<file path="config.mk">
export PLATFORM = sky130hd
export DESIGN_NAME = epoch_seconds_to_calendar_core
export DESIGN_NICKNAME = d
export VERILOG_FILES = /design/src/hdl/esc_pkg.sv /design/src/hdl/esc_tod.sv /design/src/hdl/esc_date.sv /design/src/hdl/epoch_seconds_to_calendar_core.sv
export SDC_FILE = /design/constraint.sdc
export NUM_CORES = 1
export LEC_CHECK = 0
export ABC_AREA = 1
export BUFFER_PORTS_ARGS = -buffer_cell sky130_fd_sc_hd__buf_2
export CORE_MARGIN = 5
export CORE_UTILIZATION = 65
export CTS_CLUSTER_DIAMETER = 150
export DETAILED_ROUTE_END_ITERATION = 10
export PLACE_DENSITY = 0.86
export SLEW_MARGIN = 0
export SYNTH_ARGS = -nofsm -noshare
export SYNTH_HDL_FRONTEND = slang
export SYNTH_SLANG_ARGS = --single-unit
</file>
<file path="constraint.sdc">
create_clock -name aclk -period 11.4 [get_ports aclk]
set_input_delay 2.85 -clock aclk [delete_from_list [all_inputs] [get_ports aclk]]
set_output_delay 2.85 -clock aclk [all_outputs]
set_load 0.02 [all_outputs]
</file>
<file path="src/hdl/esc_pkg.sv">
// shared types, constants and the month table for the epoch to calendar core
// no dependencies
`default_nettype none

package esc_pkg;

    // reciprocal constants for the constant divisions (exact over the value range)
    // days = (t >> 7) / 675, 25-bit operand
    localparam logic [25:0] DAY_RECIP   = 26'd50903317;
    localparam int          DAY_SHIFT   = 35;
    localparam logic [9:0]  DAY_DIV128  = 10'd675;
    // hour = (sod >> 4) / 225, 13-bit operand
    localparam logic [13:0] HOUR_RECIP  = 14'd9321;
    localparam int          HOUR_SHIFT  = 21;
    // minute of day = (sod >> 2) / 15, 15-bit operand
    localparam logic [15:0] MIN_RECIP   = 16'd34953;
    localparam int          MIN_SHIFT   = 19;
    // four-year cycles = d / 1461, 16-bit operand
    localparam logic [16:0] CYCLE_RECIP = 17'd91868;
    localparam int          CYCLE_SHIFT = 27;
    localparam logic [10:0] CYCLE_DAYS  = 11'd1461;

    // calendar anchors
    localparam logic [15:0] EPOCH_OFFSET    = 16'd731;   // days from 1968-01-01 to 1970-01-01
    localparam logic [15:0] CENTURY_MAR_1ST = 16'd47541; // day index of 2100-03-01
    localparam logic [11:0] CYCLE_BASE_YEAR = 12'd1968;
    localparam logic [10:0] YEAR1_START     = 11'd366;
    localparam logic [10:0] YEAR2_START     = 11'd731;
    localparam logic [10:0] YEAR3_START     = 11'd1096;

    // first day of each month in a common year (lengths 31 28 31 30 31 30 31 31 30 31 30 31)
    localparam logic [8:0] MONTH_START [12] = '{
        9'd0,   9'd31,  9'd59,  9'd90,  9'd120, 9'd151,
        9'd181, 9'd212, 9'd243, 9'd273, 9'd304, 9'd334
    };

    // time of day result
    typedef struct packed {
        logic [4:0] hour;
        logic [5:0] minute;
        logic [5:0] second;
    } tod_t;

    // date result
    typedef struct packed {
        logic [11:0] year;
        logic [3:0]  month;
        logic [4:0]  day_of_month;
    } date_t;

    // first day of year of a month, february has 29 days in a leap year
    function automatic logic [8:0] month_start(input logic [3:0] m, input logic leap);
        logic [8:0] base;
        base = 9'd0;
        if (m < 4'd12) begin
            base = MONTH_START[m];
        end
        if (leap && (m >= 4'd2) && (m < 4'd12)) begin
            base = base + 9'd1;
        end
        return base;
    endfunction

endpackage

`default_nettype wire

</file>
<file path="src/hdl/esc_tod.sv">
// time-of-day path: seconds of day, then hour, minute and second
// depends on esc_pkg
`default_nettype none

module esc_tod (
    input  wire logic        aclk,
    input  wire logic        en,
    input  wire logic [31:0] t_s1,
    input  wire logic [15:0] days_s1,
    output esc_pkg::tod_t    tod_s4
);
    import esc_pkg::*;

    logic [24:0] day_base;
    logic [24:0] rem128;
    logic [16:0] sod_next;
    logic [16:0] sod2_reg;
    logic [26:0] hour_prod;
    logic [30:0] mod_prod;
    logic [4:0]  hour3_reg;
    logic [10:0] mod3_reg;
    logic [16:0] sod3_reg;
    logic [16:0] mod_secs;
    logic [16:0] sec_full;
    logic [10:0] hour_mins;
    logic [10:0] min_full;
    tod_t        tod4_reg;

    // seconds of day from the low bits and what is left after whole days
    assign day_base = {9'd0, days_s1} * {15'd0, DAY_DIV128};
    assign rem128   = t_s1[31:7] - day_base;
    assign sod_next = {rem128[9:0], t_s1[6:0]};

    // hour and minute of day by reciprocal multiply
    assign hour_prod = sod2_reg[16:4] * HOUR_RECIP;
    assign mod_prod  = sod2_reg[16:2] * MIN_RECIP;

    // remainders
    assign mod_secs  = {6'd0, mod3_reg} * 17'd60;
    assign sec_full  = sod3_reg - mod_secs;
    assign hour_mins = {6'd0, hour3_reg} * 11'd60;
    assign min_full  = mod3_reg - hour_mins;

    // pipeline registers
    always_ff @(posedge aclk) begin
        if (en) begin
            sod2_reg         <= sod_next;
            hour3_reg        <= hour_prod[HOUR_SHIFT+4:HOUR_SHIFT];
            mod3_reg         <= mod_prod[MIN_SHIFT+10:MIN_SHIFT];
            sod3_reg         <= sod2_reg;
            tod4_reg.hour    <= hour3_reg;
            tod4_reg.minute  <= min_full[5:0];
            tod4_reg.second  <= sec_full[5:0];
        end
    end

    assign tod_s4 = tod4_reg;

endmodule

`default_nettype wire

</file>
<file path="src/hdl/esc_date.sv">
// date path: day count to year, month and day of month
// depends on esc_pkg
`default_nettype none

module esc_date (
    input  wire logic        aclk,
    input  wire logic        en,
    input  wire logic [15:0] days_s1,
    output esc_pkg::date_t   date_s4
);
    import esc_pkg::*;

    logic [15:0] d2_next;
    logic [15:0] d2_reg;
    logic [32:0] cyc_prod;
    logic [5:0]  cyc3_reg;
    logic [15:0] d3_reg;
    logic [15:0] cyc_days;
    logic [15:0] r_full;
    logic [10:0] r4_reg;
    logic [5:0]  cyc4_reg;
    logic [1:0]  year_idx;
    logic [10:0] year_off;
    logic [8:0]  doy;
    logic        leap;
    logic [3:0]  month;
    logic [8:0]  day_zero;

    // days since 1968-01-01, a phantom feb 29 of 2100 keeps a plain four-year cycle
    always_comb begin
        d2_next = days_s1 + EPOCH_OFFSET;
        if (days_s1 >= CENTURY_MAR_1ST) begin
            d2_next = d2_next + 16'd1;
        end
    end

    // four-year cycle number and the day within the cycle
    assign cyc_prod = d2_reg * CYCLE_RECIP;
    assign cyc_days = {10'd0, cyc3_reg} * {5'd0, CYCLE_DAYS};
    assign r_full   = d3_reg - cyc_days;

    // pipeline registers
    always_ff @(posedge aclk) begin
        if (en) begin
            d2_reg   <= d2_next;
            cyc3_reg <= cyc_prod[CYCLE_SHIFT+5:CYCLE_SHIFT];
            d3_reg   <= d2_reg;
            r4_reg   <= r_full[10:0];
            cyc4_reg <= cyc3_reg;
        end
    end

    // year within the cycle, the first year is the leap year
    always_comb begin
        priority if (r4_reg < YEAR1_START) begin
            year_idx = 2'd0;
            year_off = 11'd0;
        end else if (r4_reg < YEAR2_START) begin
            year_idx = 2'd1;
            year_off = YEAR1_START;
        end else if (r4_reg < YEAR3_START) begin
            year_idx = 2'd2;
            year_off = YEAR2_START;
        end else begin
            year_idx = 2'd3;
            year_off = YEAR3_START;
        end
    end

    assign doy  = 9'(r4_reg - year_off);
    assign leap = (year_idx == 2'd0);

    // month search over the start table, later months win
    always_comb begin
        month = 4'd0;
        for (int m = 1; m < 12; m++) begin
            if (doy >= month_start(4'(m), leap)) begin
                month = 4'(m);
            end
        end
    end

    assign day_zero = doy - month_start(month, leap);

    assign date_s4.year         = CYCLE_BASE_YEAR + {4'd0, cyc4_reg, 2'd0} + {10'd0, year_idx};
    assign date_s4.month        = month;
    assign date_s4.day_of_month = 5'(day_zero + 9'd1);

endmodule

`default_nettype wire

</file>
<file path="src/hdl/epoch_seconds_to_calendar_core.sv">
// Converts an unsigned 32-bit count of seconds since 1970-01-01 00:00:00 into
// second, minute, hour, day of month (1..31), month (0..11) and full year on the
// proleptic Gregorian calendar (2100 is a common year). One request is taken every
// clock cycle while the result side keeps up. The rate is set by a single stall
// enable shared by the input register, four pipeline stages of constant reciprocal
// multiplies and the output register: when a result waits, the whole pipe holds.
// There is no state beyond the pipeline itself.
// depends on esc_pkg, esc_tod, esc_date
`default_nettype none

module epoch_seconds_to_calendar_core (
    input  wire logic        aclk,
    input  wire logic        aresetn,
    input  wire logic        s_tvalid,
    output wire logic        s_tready,
    input  wire logic [31:0] s_tdata,   // [31:0] epoch_seconds
    output wire logic        m_tvalid,
    input  wire logic        m_tready,
    output wire logic [39:0] m_tdata    // [5:0] second, [11:6] minute, [16:12] hour,
                                        // [21:17] day_of_month, [25:22] month,
                                        // [37:26] year, [39:38] zero
);
    import esc_pkg::*;

    logic        advance;
    logic [4:0]  valid_reg;
    logic        m_valid_reg;
    logic [31:0] t0_reg;
    logic [31:0] t1_reg;
    logic [50:0] day_prod;
    logic [15:0] days1_reg;
    tod_t        tod_s4;
    date_t       date_s4;
    logic [39:0] m_data_reg;

    // the whole pipe moves unless a finished result is still waiting
    assign advance  = !m_valid_reg || m_tready;
    assign s_tready = advance;

    // whole days by reciprocal multiply
    assign day_prod = t0_reg[31:7] * DAY_RECIP;

    // stage valid bits
    always_ff @(posedge aclk) begin
        if (!aresetn) begin
            valid_reg   <= '0;
            m_valid_reg <= 1'b0;
        end else if (advance) begin
            valid_reg   <= {valid_reg[3:0], s_tvalid};
            m_valid_reg <= valid_reg[4];
        end
    end

    // input, day count and result registers
    always_ff @(posedge aclk) begin
        if (advance) begin
            t0_reg     <= s_tdata;
            t1_reg     <= t0_reg;
            days1_reg  <= day_prod[DAY_SHIFT+15:DAY_SHIFT];
            m_data_reg <= {2'b00, date_s4.year, date_s4.month, date_s4.day_of_month,
                           tod_s4.hour, tod_s4.minute, tod_s4.second};
        end
    end

    esc_tod u_tod (
        .aclk    (aclk),
        .en      (advance),
        .t_s1    (t1_reg),
        .days_s1 (days1_reg),
        .tod_s4  (tod_s4)
    );

    esc_date u_date (
        .aclk    (aclk),
        .en      (advance),
        .days_s1 (days1_reg),
        .date_s4 (date_s4)
    );

    assign m_tvalid = m_valid_reg;
    assign m_tdata  = m_data_reg;

endmodule

`default_nettype wire

</file>
Word level (Yosys, flattened, before mapping):

Memories as Yosys holds them, arrays and structs flattened.
Index checks and enable logic that the tools add are counted.

* $add $sub $neg: 12
* $mul: 8
* $lt $le $gt $ge: 18
* mux-type cells: 32
* bitwise gates (word level): 1
* reductions and logical operators: 5

Operators with widths (number)
* multiplier 25 x 26 -> 51 bit, second input constant: 1
* two-way mux 4 bit: 11
* greater-or-equal comparator 9 x 8 -> 1 bit: 4
* multiplier 16 x 15 -> 31 bit, second input constant: 1
* multiplier 15 x 16 -> 30 bit, second input constant: 1
* greater-or-equal comparator 9 bit: 3
* multiplier 13 x 14 -> 26 bit, second input constant: 1
* two-way mux 5 bit: 4
* greater-or-equal comparator 9 x 7 -> 1 bit: 2
* two-way mux 9 bit: 2
* adder 16 x 1 -> 16 bit, second input constant: 1
* adder 16 x 10 -> 16 bit, second input constant: 1
* greater-or-equal comparator 16 bit, second input constant: 1
* multiplier 16 x 10 -> 10 bit, second input constant: 1
* two-way mux 16 bit: 1
* adder 11 x 8 -> 12 bit, first input constant: 1
* adder 12 x 2 -> 12 bit: 1
* subtractor 6 bit: 2
* < comparator 11 x 10 -> 1 bit, second input constant: 1
* < comparator 11 bit, second input constant: 1
* < comparator 11 x 9 -> 1 bit, second input constant: 1
* multiplier 11 x 4 -> 4 bit, second input constant: 1
* multiplier 6 x 11 -> 11 bit, second input constant: 1
* subtractor 11 bit: 1
* other kinds (19): 31

* register bits: 215
* memory bits (read-only): 144
* input port bits: 36
* output and inout port bits: 42
* word-level logic and storage cells: 95
* memories kept: 1

Memory list
* (name not given): depth 16, bits a word 9, rd ports 1, clocked after Yosys merged registers in 0, write ports 0, line esc_pkg.sv:56 `base = MONTH_START[m];`

Longest topological paths before layout:

Gate-level depths: netlist of run 1.

* depth after elaboration: 26
* gate-level depth with buffers: 52
* mapped depth without buffers: 52

Cells and area by module:

Synthesis of run 1 repeated with hierarchy kept, for this count alone.

* cell total of the unflattened synthesis: 3572
* area total of the unflattened synthesis: 32489.9 µm²

By module, submodules not included
* epoch_seconds_to_calendar_core: times used 1, cells each 1696, area an instance 15358.5 µm², seq. area each 3663.5 µm²
* esc_date: times used 1, cells each 1071, area an instance 9600.5 µm², seq. area each 1501.4 µm²
* esc_tod: times used 1, cells each 805, area an instance 7531.0 µm², seq. area each 1531.5 µm²

Worst setup path before layout of run 1:

OpenSTA, ideal clock, no wires.

* kind: input-to-output
* start point: in m_tready
* end point: out s_tready
* arrival: 7043 ps
* data required time: 8550 ps
* setup slack: 1507 ps
* cell stages on the path: 2
* buffers on the path: 0
* cell sequence: nor2_1 inv_1

* cells in the longest elaborated chain, start to end: 1

Ends and longest elaborated chain
* from (decl): line epoch_seconds_to_calendar_core.sv:18 `input wire logic m_tready,`
* logical OR 1 bit: line epoch_seconds_to_calendar_core.sv:37 `assign advance = !m_valid_reg || m_tready;`
* to (decl): line epoch_seconds_to_calendar_core.sv:15 `output wire logic s_tready,`

No other way between the ends.

Final worst setup path of run 1:

Ends and elaborated chain as after synthesis.

==> metrics.csv, run 1 <==
stage;metric;value;unit
finish;largest_reg_flops;37;
status;status;complete, no violations;
finish;fill_cells;3211;
critical_path;startpoint_type;primary input;
critical_path;cp_cell_sequence;buf_2 > nor2_1 > inv_8 > buf_2;
clocking;htreeDepth;1;
clocking;cts_resized;0;
grt;grt_max_degree;139;
timing;fmax;143;MHz
critical_path;critPathMostFrequentCell;buf_2;
clocking;cts.path.max_buffers;3;
clocking;worstSkewPairLatency;560;ps
logic_synthesis;ys_seq_area_share;21.3;%
timing;fin_setup_tns;0;ps
place;dp_hpwl;49600;µm
die;coreArea;44300;µm²
grt;gr-total-overflow;0;
clocking;cts_inserted_buffers;25;
die;rows;77;
timing;finalSetupViolCount;0;
grt;grt_pass1_vias;21567;
critical_path;cp_max_fo;138;
clocking;root_buffer;clkbuf_16;
timing;skew;28.6;ps
hold_path;min_path_type;reg2reg;
grt;grt_pass1_wl;101000;µm
logic_synthesis;synth_edf_count;203;
timing;fin_crit;7010;ps
finish;antennaDiodeCount;0;
finish;drive_gt1_share;5.15;%
logic_synthesis;synthFlopType;edfxtp_1;
critical_path;path_buf_inv;3;
critical_path;critPathKind;in2out;
critical_path;cpPeakStageDelay;480;ps
critical_path;critPathTopFamily;buffers and inverters;
critical_path;crit_required;8550;ps
logic_synthesis;yosysMostFrequentCell;inv_1;
detailed_routing;wl_per_cell;16.9;µm
clocking;cts_sinks;209;
clocking;cts_hold_buffers;0;
detailed_routing;wirelength;59700;µm
clocking;clk_pin_slew_worst_paths;60;ps
clocking;cts_tree;done;
detailed_routing;drt_first_pass_iters;5;
critical_path;critPathArrivalTime;4160;ps
timing;hold_viol_final;0;
detailed_routing;final_antenna_net_count;0;
finish;syn2layout_area_growth;6.53;%
grt;grt_usage;24.8;%
die;fp.dieH;222;µm
timing;min_period_over_period;61.5;%
clocking;cts_setup_buffers;0;
logic_synthesis;syn_inst;2816;
timing;slew_viol_final;0;
flow_run;max_cap_viol_count;0;
detailed_routing;post-route-drc-count;0;
detailed_routing;via_count;19473;
die;start_util;65.8;%
logic_synthesis;synthTopCellsByCount;inv_1 (716), ha_1 (653), fa_1 (364);
die;io_pins;78;
finish;multiInputGateArea;20200;µm²
logic_synthesis;yosys.area.top_type;ha_1;
timing;maxSlewHeadroom;30.1;%
logic_synthesis;syn_area_per_cell;10.4;µm²
logic_synthesis;ys_ff_latch;209;
critical_path;cp-end-kind;primary output;
logic_synthesis;synth_top_area_share;28.0;%
finish;seq_area;6220;µm²
die;fp.dieArea;49200;µm²
timing;rsz0062_at_grt;no;
logic_synthesis;synth-async-reset-ratio;0;%
timing;tightest_slew;1050;ps
detailed_routing;vias_per_cell;5.53;
grt;antenna_found_initial;0;
logic_synthesis;synth.distinct_cells;57;
detailed_routing;drt-initial-drc-count;838;
place;gp_congestion;0.958;
logic_synthesis;ys_warn_count;0;
logic_synthesis;syn_area;29200;µm²
die;dieWidth;222;µm
finish;fin_nets;3969;
critical_path;cp_slowest_cell;nor2_1;
logic_synthesis;ys_top_cells_by_area;ha_1 (28%), fa_1 (25%), edfxtp_1 (21%);
place;io_buffers;75;
-- cells by family (layout without fill, tap and decap cells) --
group | count (synthesis) | in the layout | share of synthesized area [%]
AO/OA/AOI/OAI | 269 | 269 | 5.41
XOR/XNOR | 123 | 123 | 3.72
adder cells (fa/ha/maj) | 1017 | 1017 | 53.0
buffers and inverters | 725 | 840 | 9.37
flip-flops | 209 | 209 | 21.3
other | 1 | 2 | 0.0129
AND/OR/NAND/NOR | 472 | 472 | 7.17
-- metal layers --
| metal | part of all wire, % | global-route usage [%] |
|---|---|---|
| met2 | 53 | 46.3 |
| met4 | 3.7 | 9.11 |
| met5 | 0 | 0 |
| met3 | 4.7 | 3.76 |
| met1 | 39 | 28.8 |
-- cell type report --
type                    count  area share (%)
multi-input cells        1883            65.1
inverters                 721            8.74
clock buffers              28            2.05
repair buffers             76            1.23
clock inverters            15           0.516
flip-flops and latches    209            20.0
well taps                 592            2.38
-- metrics by stage --
step	instances	setup slack, ps	hold WS [ps]	util, %	area (µm²)
finish	3524	4390	414	70.1	31100
global route	3524	3820	418	70.1	31100
CTS	3524	4300	412	70.1	31100
detailed placement	3481	4300	405	68.3	30300
global placement	3481	4380	401	68.3	30300
floorplan	2817	1510	400	-	29200
-- placed cells by master (no fill, tap or decap), types with 4 or more instances in the layout --
cell type and instances:
inv_1 715, fa_1 364, nor3_1 18, nor4_1 5, a211oi_1 5, nand3b_1 8
o2111ai_1 5, clkinv_1 5, o21bai_1 4, o221ai_1 4, xor2_1 80, inv_2 5
edfxtp_1 203, a31oi_1 4, o31ai_1 6, o21a_1 8, xnor2_1 42, o21ai_0 69
nand2_2 8, a21o_1 9, dfxtp_1 6, nor2_1 117, nand3_1 48, ha_1 653
nand4_1 27, clkbuf_16 25, nand2_1 221, buf_2 75, nand3_2 6, a21oi_1 130
-- worst paths after layout --
kind	slack, ps	end	cells past startpoint	start
max reg2reg	4530	m_tdata[21]$_DFFE_PP_	40	u_date.r4_reg[4]$_DFFE_PP_
min	410	m_tdata[12]$_DFFE_PP_	0	u_tod.tod_s4[12]$_DFFE_PP_
min reg2reg	410	m_tdata[12]$_DFFE_PP_	0	u_tod.tod_s4[12]$_DFFE_PP_
max	4390	s_tready	4	m_tready
Power of run 1 is left out: the tool's default activity adds up to more than one toggle a clock period on the data nets, which glitch-free logic cannot reach.
==> run 2, diff against run 1 <==
--- a/config.mk
+++ b/config.mk
@@ -5,13 +5,13 @@
 export SDC_FILE = /design/constraint.sdc
 export NUM_CORES = 1
 export LEC_CHECK = 0
-export ABC_AREA = 1
+export ABC_AREA = 0
 export BUFFER_PORTS_ARGS = -buffer_cell sky130_fd_sc_hd__buf_2
 export CORE_MARGIN = 5
-export CORE_UTILIZATION = 65
+export CORE_UTILIZATION = 59
 export CTS_CLUSTER_DIAMETER = 150
 export DETAILED_ROUTE_END_ITERATION = 10
-export PLACE_DENSITY = 0.86
+export PLACE_DENSITY = 0.82
 export SLEW_MARGIN = 0
 export SYNTH_ARGS = -nofsm -noshare
 export SYNTH_HDL_FRONTEND = slang
==> constraint.sdc (replaced) <==
create_clock -name aclk -period 5.9 [get_ports aclk]
set_input_delay 1.475 -clock aclk [delete_from_list [all_inputs] [get_ports aclk]]
set_output_delay 1.475 -clock aclk [all_outputs]
set_load 0.02 [all_outputs]
==> metrics.csv, run 2 <==
stage;metric;value;unit;change
clocking;cts_tree;done;;
critical_path;cp_max_fo;4;;-97%
finish;layout_common_cells;ha_1 (614), inv_1 (606), fa_1 (350);;
finish;syn2layout_area_growth;18.5;%;
finish;drive_gt1_share;20.1;%;+15 points
timing;fmax;160;MHz;
timing;setup_ws;-348;ps;-4740 ps
place;dp_hpwl;50600;µm;+2.0%
hold_path;min_path_type;reg2reg;;
logic_synthesis;yosysMostFrequentCell;ha_1;;
critical_path;critPathKind;reg2reg;;
place;gp_congestion;0.933;;-2.6%
detailed_routing;drt_first_pass_iters;5;;unchanged
place;pre_cts_slack;-424;ps;-4720 ps
die;fp.dieH;228;µm;+2.8%
detailed_routing;via_count;18849;;-3.2%
logic_synthesis;synth_fa_ha_area_share;55.1;%;+2.1 points
critical_path;startpoint_type;register;;
timing;maxSlewHeadroom;37.2;%;+7.1 points
clocking;clk_pin_slew_worst_paths;60;ps;about the same
detailed_routing;post-route-drc-count;0;;unchanged
clocking;root_buffer;clkbuf_16;;
place;placed_area;31100;µm²;+2.8%
grt;grt_max_degree;76;;-45%
logic_synthesis;synthFlopType;edfxtp_1;;
logic_synthesis;syn_area;28000;µm²;-3.8%
timing;rsz0062_at_grt;yes;;
detailed_routing;wl_per_cell;18.3;µm;+7.9%
clocking;cts_hold_buffers;0;;unchanged
timing;tightest_slew;942;ps;-107 ps
status;status;finished, violations left;;
logic_synthesis;syn_inst;2476;;-12%
logic_synthesis;synth.distinct_cells;73;;+28%
clocking;htreeDepth;1;;unchanged
detailed_routing;wirelength;63300;µm;+6.0%
logic_synthesis;ys_ff_latch;209;;unchanged
die;rows;79;;+2.6%
place;io_buffers;75;;unchanged
logic_synthesis;synthTopCellsByCount;ha_1 (653), inv_1 (637), fa_1 (364);;
logic_synthesis;syn_area_per_cell;11.3;µm²;+9.4%
logic_synthesis;ys_warn_count;0;;unchanged
timing;fin_crit;6250;ps;
clocking;worstSkewPairLatency;570;ps;about the same
detailed_routing;drt-initial-drc-count;940;;+12%
critical_path;cp-end-kind;register;;
detailed_routing;vias_per_cell;5.44;;-1.5%
timing;fin_setup_tns;-2480;ps;-2480 ps
logic_synthesis;ys_seq_area_share;22.2;%;+0.85 points
die;fp.dieArea;52000;µm²;+5.7%
finish;design_area;33200;µm²;+7.0%
logic_synthesis;yosys.area.top_type;ha_1;;
grt;grt_usage;23.4;%;-1.4 points
finish;fin_nets;3893;;-1.9%
finish;largest_reg_flops;37;;unchanged
logic_synthesis;synth_xor_area_share;3.84;%;+0.12 points
die;io_pins;78;;unchanged
timing;min_period_over_period;106;%;
status;violations;setup timing;;
clocking;cts_inserted_buffers;25;;unchanged
critical_path;critPathArrivalTime;6570;ps;+2410 ps
clocking;cts.path.max_buffers;3;;unchanged
timing;hold_viol_final;0;;unchanged
logic_synthesis;synth_top_area_share;29.1;%;+1.1 points
logic_synthesis;yosys.area_share.simple;3.81;%;-3.4 points
timing;skew;15.1;ps;-13.6 ps
timing;finalSetupViolCount;14;;+14
flow_run;max_cap_viol_count;0;;unchanged
detailed_routing;final_antenna_net_count;0;;unchanged
die;coreArea;46800;µm²;+5.5%
logic_synthesis;synthMuxAreaShare;0.147;%;+0.15 points
logic_synthesis;synth-compound-area-share;6.14;%;+0.73 points
logic_synthesis;ys_top_cells_by_area;ha_1 (29%), fa_1 (26%), edfxtp_1 (22%);;
critical_path;crit_required;6220;ps;-2330 ps
timing;slew_viol_final;0;;unchanged
clocking;cts_sinks;209;;unchanged
die;start_util;60.0;%;-5.8 points
finish;antennaDiodeCount;0;;unchanged
grt;grt_pass1_vias;21057;;-2.4%
logic_synthesis;synth_top_family_by_area;adder cells;;
grt;grt_pass1_wl;101000;µm;-0.50%
finish;postLayoutCoreUtil;71.1;%;+0.99 points
logic_synthesis;synth-async-reset-ratio;0;%;unchanged
die;dieWidth;228;µm;+2.8%
grt;gr-total-overflow;0;;unchanged
finish;mostFrequentLayoutCell;ha_1;;
logic_synthesis;synth_edf_count;203;;unchanged
grt;antenna_found_initial;0;;unchanged
run 2: cell types whose count changed in the layout (fill, tap and decap cells not counted), moves of 30 or more:
| cell | delta |
|---|---|
| buf_4 | +254 |
| nand2_1 | -173 |
| inv_1 | -109 |
| a21oi_1 | -83 |
| nor2_1 | -62 |
| xor2_1 | -54 |
| o21ai_0 | -50 |
| xnor2_1 | +47 |
| ha_1 | -39 |
| nand3_1 | -38 |
| ha_4 | +30 |
run 2: cells by family (layout without fill, tap and decap cells):
logic type,count (synthesis),count (layout)
adder cells (fa/ha/maj),1017,1017
buffers and inverters,650,1029
AO/OA/AOI/OAI,257,257
AND/OR/NAND/NOR,216,216
flip-flops,209,209
XOR/XNOR,122,122
multiplexers,4,4
other,1,2
run 2: area by class of cell:
class,count,area [µm²]
Clock buffer,27,633
Sequential cell,209,6220
Inverter,638,2410
Multi-Input combinational cell,1618,20500
Fill cell,3128,13500
Tap cell,607,759
Clock inverter,16,151
Timing Repair Buffer,348,2530
run 2: worst max-delay path, cell delays in order, from the launching register on:
cell,delay [ps]
edfxtp_1,460
fa_2,590
inv_1,50
fa_1,440
inv_2,90
ha_4,120
inv_1,40
fa_1,480
inv_1,60
fa_1,490
inv_1,50
fa_1,500
inv_2,50
fa_1,590
ha_4,230
a21oi_2,150
o22ai_1,100
nor3_1,240
o211ai_1,130
buf_4,180
a21oi_4,230
o211ai_1,150
a31oi_2,200
o21bai_2,110
buf_4,140
xor2_1,130
run 2: final timing paths:
| kind | from | endpoint | slack [ps] | cells past startpoint |
|---|---|---|---|---|
| setup reg to reg | t0_reg[11]$_DFFE_PP_ | days1_reg[14]$_DFFE_PP_ | -350 | 25 |
| hold reg to reg | u_tod.tod_s4[15]$_DFFE_PP_ | m_tdata[15]$_DFFE_PP_ | 420 | 0 |
| setup / recovery | t0_reg[11]$_DFFE_PP_ | days1_reg[14]$_DFFE_PP_ | -350 | 25 |
| hold / removal | u_tod.tod_s4[15]$_DFFE_PP_ | m_tdata[15]$_DFFE_PP_ | 420 | 0 |
run 2: repair_timing:
item	CTS	global route
resized for setup	53	157
endpoints found under the setup margin	15	22
setup buffers	27	26
pin swaps	83	102
run 2: layer usage:
metal	up-vias	part of all wire, %	wire [µm]	track usage, %
li1	8830	-	-	-
met1	9341	39	24400	27.8
met2	468	53	33300	43.5
met3	210	4.2	2680	2.93
met4	0	4.7	2960	8.74
met5	-	0	0	0
run 2: through the flow:
step                hold slack, ps  instances
CTS                            418       3441
floorplan                      400       2477
detailed placement             405       3371
finish                         418       3463
global placement               400       3371
global route                   430       3463
Power of run 2 is left out for the same reason.
==> run 3, diff against run 2 <==
--- a/config.mk
+++ b/config.mk
@@ -7,6 +7,7 @@
 export LEC_CHECK = 0
 export ABC_AREA = 0
 export BUFFER_PORTS_ARGS = -buffer_cell sky130_fd_sc_hd__buf_2
+export CORE_ASPECT_RATIO = 1.75
 export CORE_MARGIN = 5
 export CORE_UTILIZATION = 59
 export CTS_CLUSTER_DIAMETER = 150
@@ -15,4 +16,5 @@
 export SLEW_MARGIN = 0
 export SYNTH_ARGS = -nofsm -noshare
 export SYNTH_HDL_FRONTEND = slang
+export SYNTH_HIERARCHICAL = 1
 export SYNTH_SLANG_ARGS = --single-unit
==> constraint.sdc (replaced) <==
create_clock -name aclk -period 5.9 [get_ports aclk]
set_input_delay 0.295 -clock aclk [delete_from_list [all_inputs] [get_ports aclk]]
set_output_delay 0.295 -clock aclk [all_outputs]
set_load 0.02 [all_outputs]
==> metrics.csv, run 3 <==
stage;metric;value;unit;change
grt;antenna_found_initial;0;;unchanged
logic_synthesis;syn_inst;2654;;+7.2%
finish;design_area;34900;µm²;+4.9%
detailed_routing;vias_per_cell;5.45;;+0.15%
grt;grt_pass1_wl;114000;µm;+13%
timing;finalSetupViolCount;15;;+1
timing;fin_crit;6340;ps;+93.4 ps
finish;mostFrequentLayoutCell;inv_1;;
finish;postLayoutCoreUtil;71.3;%;+0.24 points
timing;hold_viol_final;0;;unchanged
finish;drive_gt1_share;20.7;%;+0.55 points
detailed_routing;wl_per_cell;18.7;µm;+2.3%
clocking;cts_inserted_buffers;24;;-4.0%
timing;skew;16.8;ps;+1.79 ps
finish;layout_common_cells;inv_1 (680), ha_1 (618), fa_1 (354);;
grt;grt_use_met3;2.54;%;-0.40 points
critical_path;critPathMostFrequentCell;fa_1;;
grt;grtUsageMet1;24.1;%;-3.7 points
detailed_routing;wirelength;70300;µm;+11%
logic_synthesis;ys_warn_count;6;;+6
place;gp_congestion;1.00;;+7.4%
timing;maxSlewHeadroom;33.9;%;-3.3 points
grt;grt.busiest_layer;met2;;
timing;tightest_slew;983;ps;+40.6 ps
grt;gr-usage-met2;53.4;%;+9.9 points
critical_path;cp-end-kind;register;;
finish;syn2layout_area_growth;19.6;%;
clocking;htreeDepth;1;;unchanged
critical_path;cp_slowest_cell;fa_1;;
detailed_routing;via_count;20486;;+8.7%
clocking;cts.path.max_buffers;3;;unchanged
place;io_buffers;75;;unchanged
grt;gr-total-overflow;0;;unchanged
finish;fin_nets;4142;;+6.4%
critical_path;path_buf_inv;7;;-1
grt;grt_usage;26.5;%;+3.1 points
logic_synthesis;syn_area_per_cell;11.0;µm²;-3.1%
die;start_util;59.6;%;-0.37 points
hold_path;min_path_type;in2reg;;
detailed_routing;final_antenna_net_count;0;;unchanged
finish;largest_reg_flops;38;;+2.7%
die;fp.dieArea;54100;µm²;+4.0%
critical_path;crit_required;6190;ps;-30 ps
status;status;finished, violations left;;
critical_path;critPathTopFamily;adder cells;;
die;fp.dieH;304;µm;+33%
die;rows;107;;+35%
critical_path;critPathKind;reg2reg;;
critical_path;cpPeakStageDelay;520;ps;-70 ps
timing;fmax;158;MHz;-1.5%
clocking;worstSkewPairLatency;550;ps;-20 ps
place;placed_area;32600;µm²;+4.7%
detailed_routing;drt-initial-drc-count;710;;-24%
clocking;cts_sinks;210;;+0.48%
clocking;root_buffer;clkbuf_16;;
logic_synthesis;syn_area;29100;µm²;+3.9%
grt;grt_pass1_vias;23545;;+12%
finish;fin_cells;3758;;+8.5%
status;violations;setup timing;;
timing;rsz0062_at_grt;yes;;
clocking;clk_pin_slew_worst_paths;70;ps;about the same
flow_run;max_cap_viol_count;0;;unchanged
grt;grt_max_degree;94;;+24%
critical_path;critPathArrivalTime;6630;ps;+60 ps
place;dp_cells;3632;;+7.7%
timing;slew_viol_final;0;;unchanged
finish;antennaDiodeCount;0;;unchanged
critical_path;cp_cell_sequence;buf_6 > ha_2 > fa_1 > inv_1 > fa_1 > fa_1 > inv_1 > fa_1 > inv_2 > fa_1 > inv_1 > fa_1 > ha_4 > and4_4 > or3b_4 > nor3_4 > nor3b_4 > a2111oi_4 > buf_4 > o31ai_4 > buf_4 > xor2_1;;
die;dieWidth;178;µm;-22%
clocking;cts_tree;done;;
die;io_pins;78;;unchanged
die;coreArea;48900;µm²;+4.5%
place;dp_hpwl;59300;µm;+17%
detailed_routing;post-route-drc-count;0;;unchanged
detailed_routing;drt_first_pass_iters;6;;+1
critical_path;startpoint_type;register;;
timing;min_period_over_period;107;%;+1.6 points
critical_path;cp_max_fo;3;;-1
timing;setup_ws;-441;ps;-93.4 ps
[run 3: path summary, 6_finish.rpt]
| kind | startpoint | endpoint | slack, ps | depth (start not counted) |
|---|---|---|---|---|
| max | t0_reg[26]$_DFFE_PP_ | days1_reg[14]$_DFFE_PP_ | -440 | 22 |
| min | s_tdata[18] | t0_reg[18]$_DFFE_PP_ | 30 | 1 |
| max reg2reg | t0_reg[26]$_DFFE_PP_ | days1_reg[14]$_DFFE_PP_ | -440 | 22 |
| min reg2reg | u_tod/tod_s4[7]$_DFFE_PP_ | m_tdata[7]$_DFFE_PP_ | 420 | 0 |
[run 3: final cells by class]
cell class              instances  area [µm²]
well taps                     654         818
multi-input cells            1706       21000
clock inverters                18         214
clock buffers                  26         629
fillers                      3380       14000
flip-flops and latches        210        6250
repair buffers                426        3200
inverters                     718        2710
[run 3: routing by layer]
metal  routed length, µm  share of wire [%]
met2               40700                 58
met4                6030                8.6
met1               21600                 31
met3                2010                2.9
met5                   0                  0
[run 3: what timing repair did]
item                                    CTS  global route
cloned                                    0             0
resized for setup                        65            98
pin swaps                                77            86
endpoints found under the hold margin    33             0
buffers inserted                         24            25
endpoints found under the setup margin   19            23
hold buffers                             33             0
[run 3: stage by stage]
step           hold slack (ps)  worst slack, ps  setup TNS [ps]
2_1_floorplan              394             -162            -176
3_3_place_gp               400             -288           -2620
3_5_place_dp               405             -397           -4530
4_1_cts                   5.36             -389           -2920
5_1_grt                   4.17             -570           -6830
6_report                  31.9             -441           -3760
Power of run 3 is left out for the same reason.
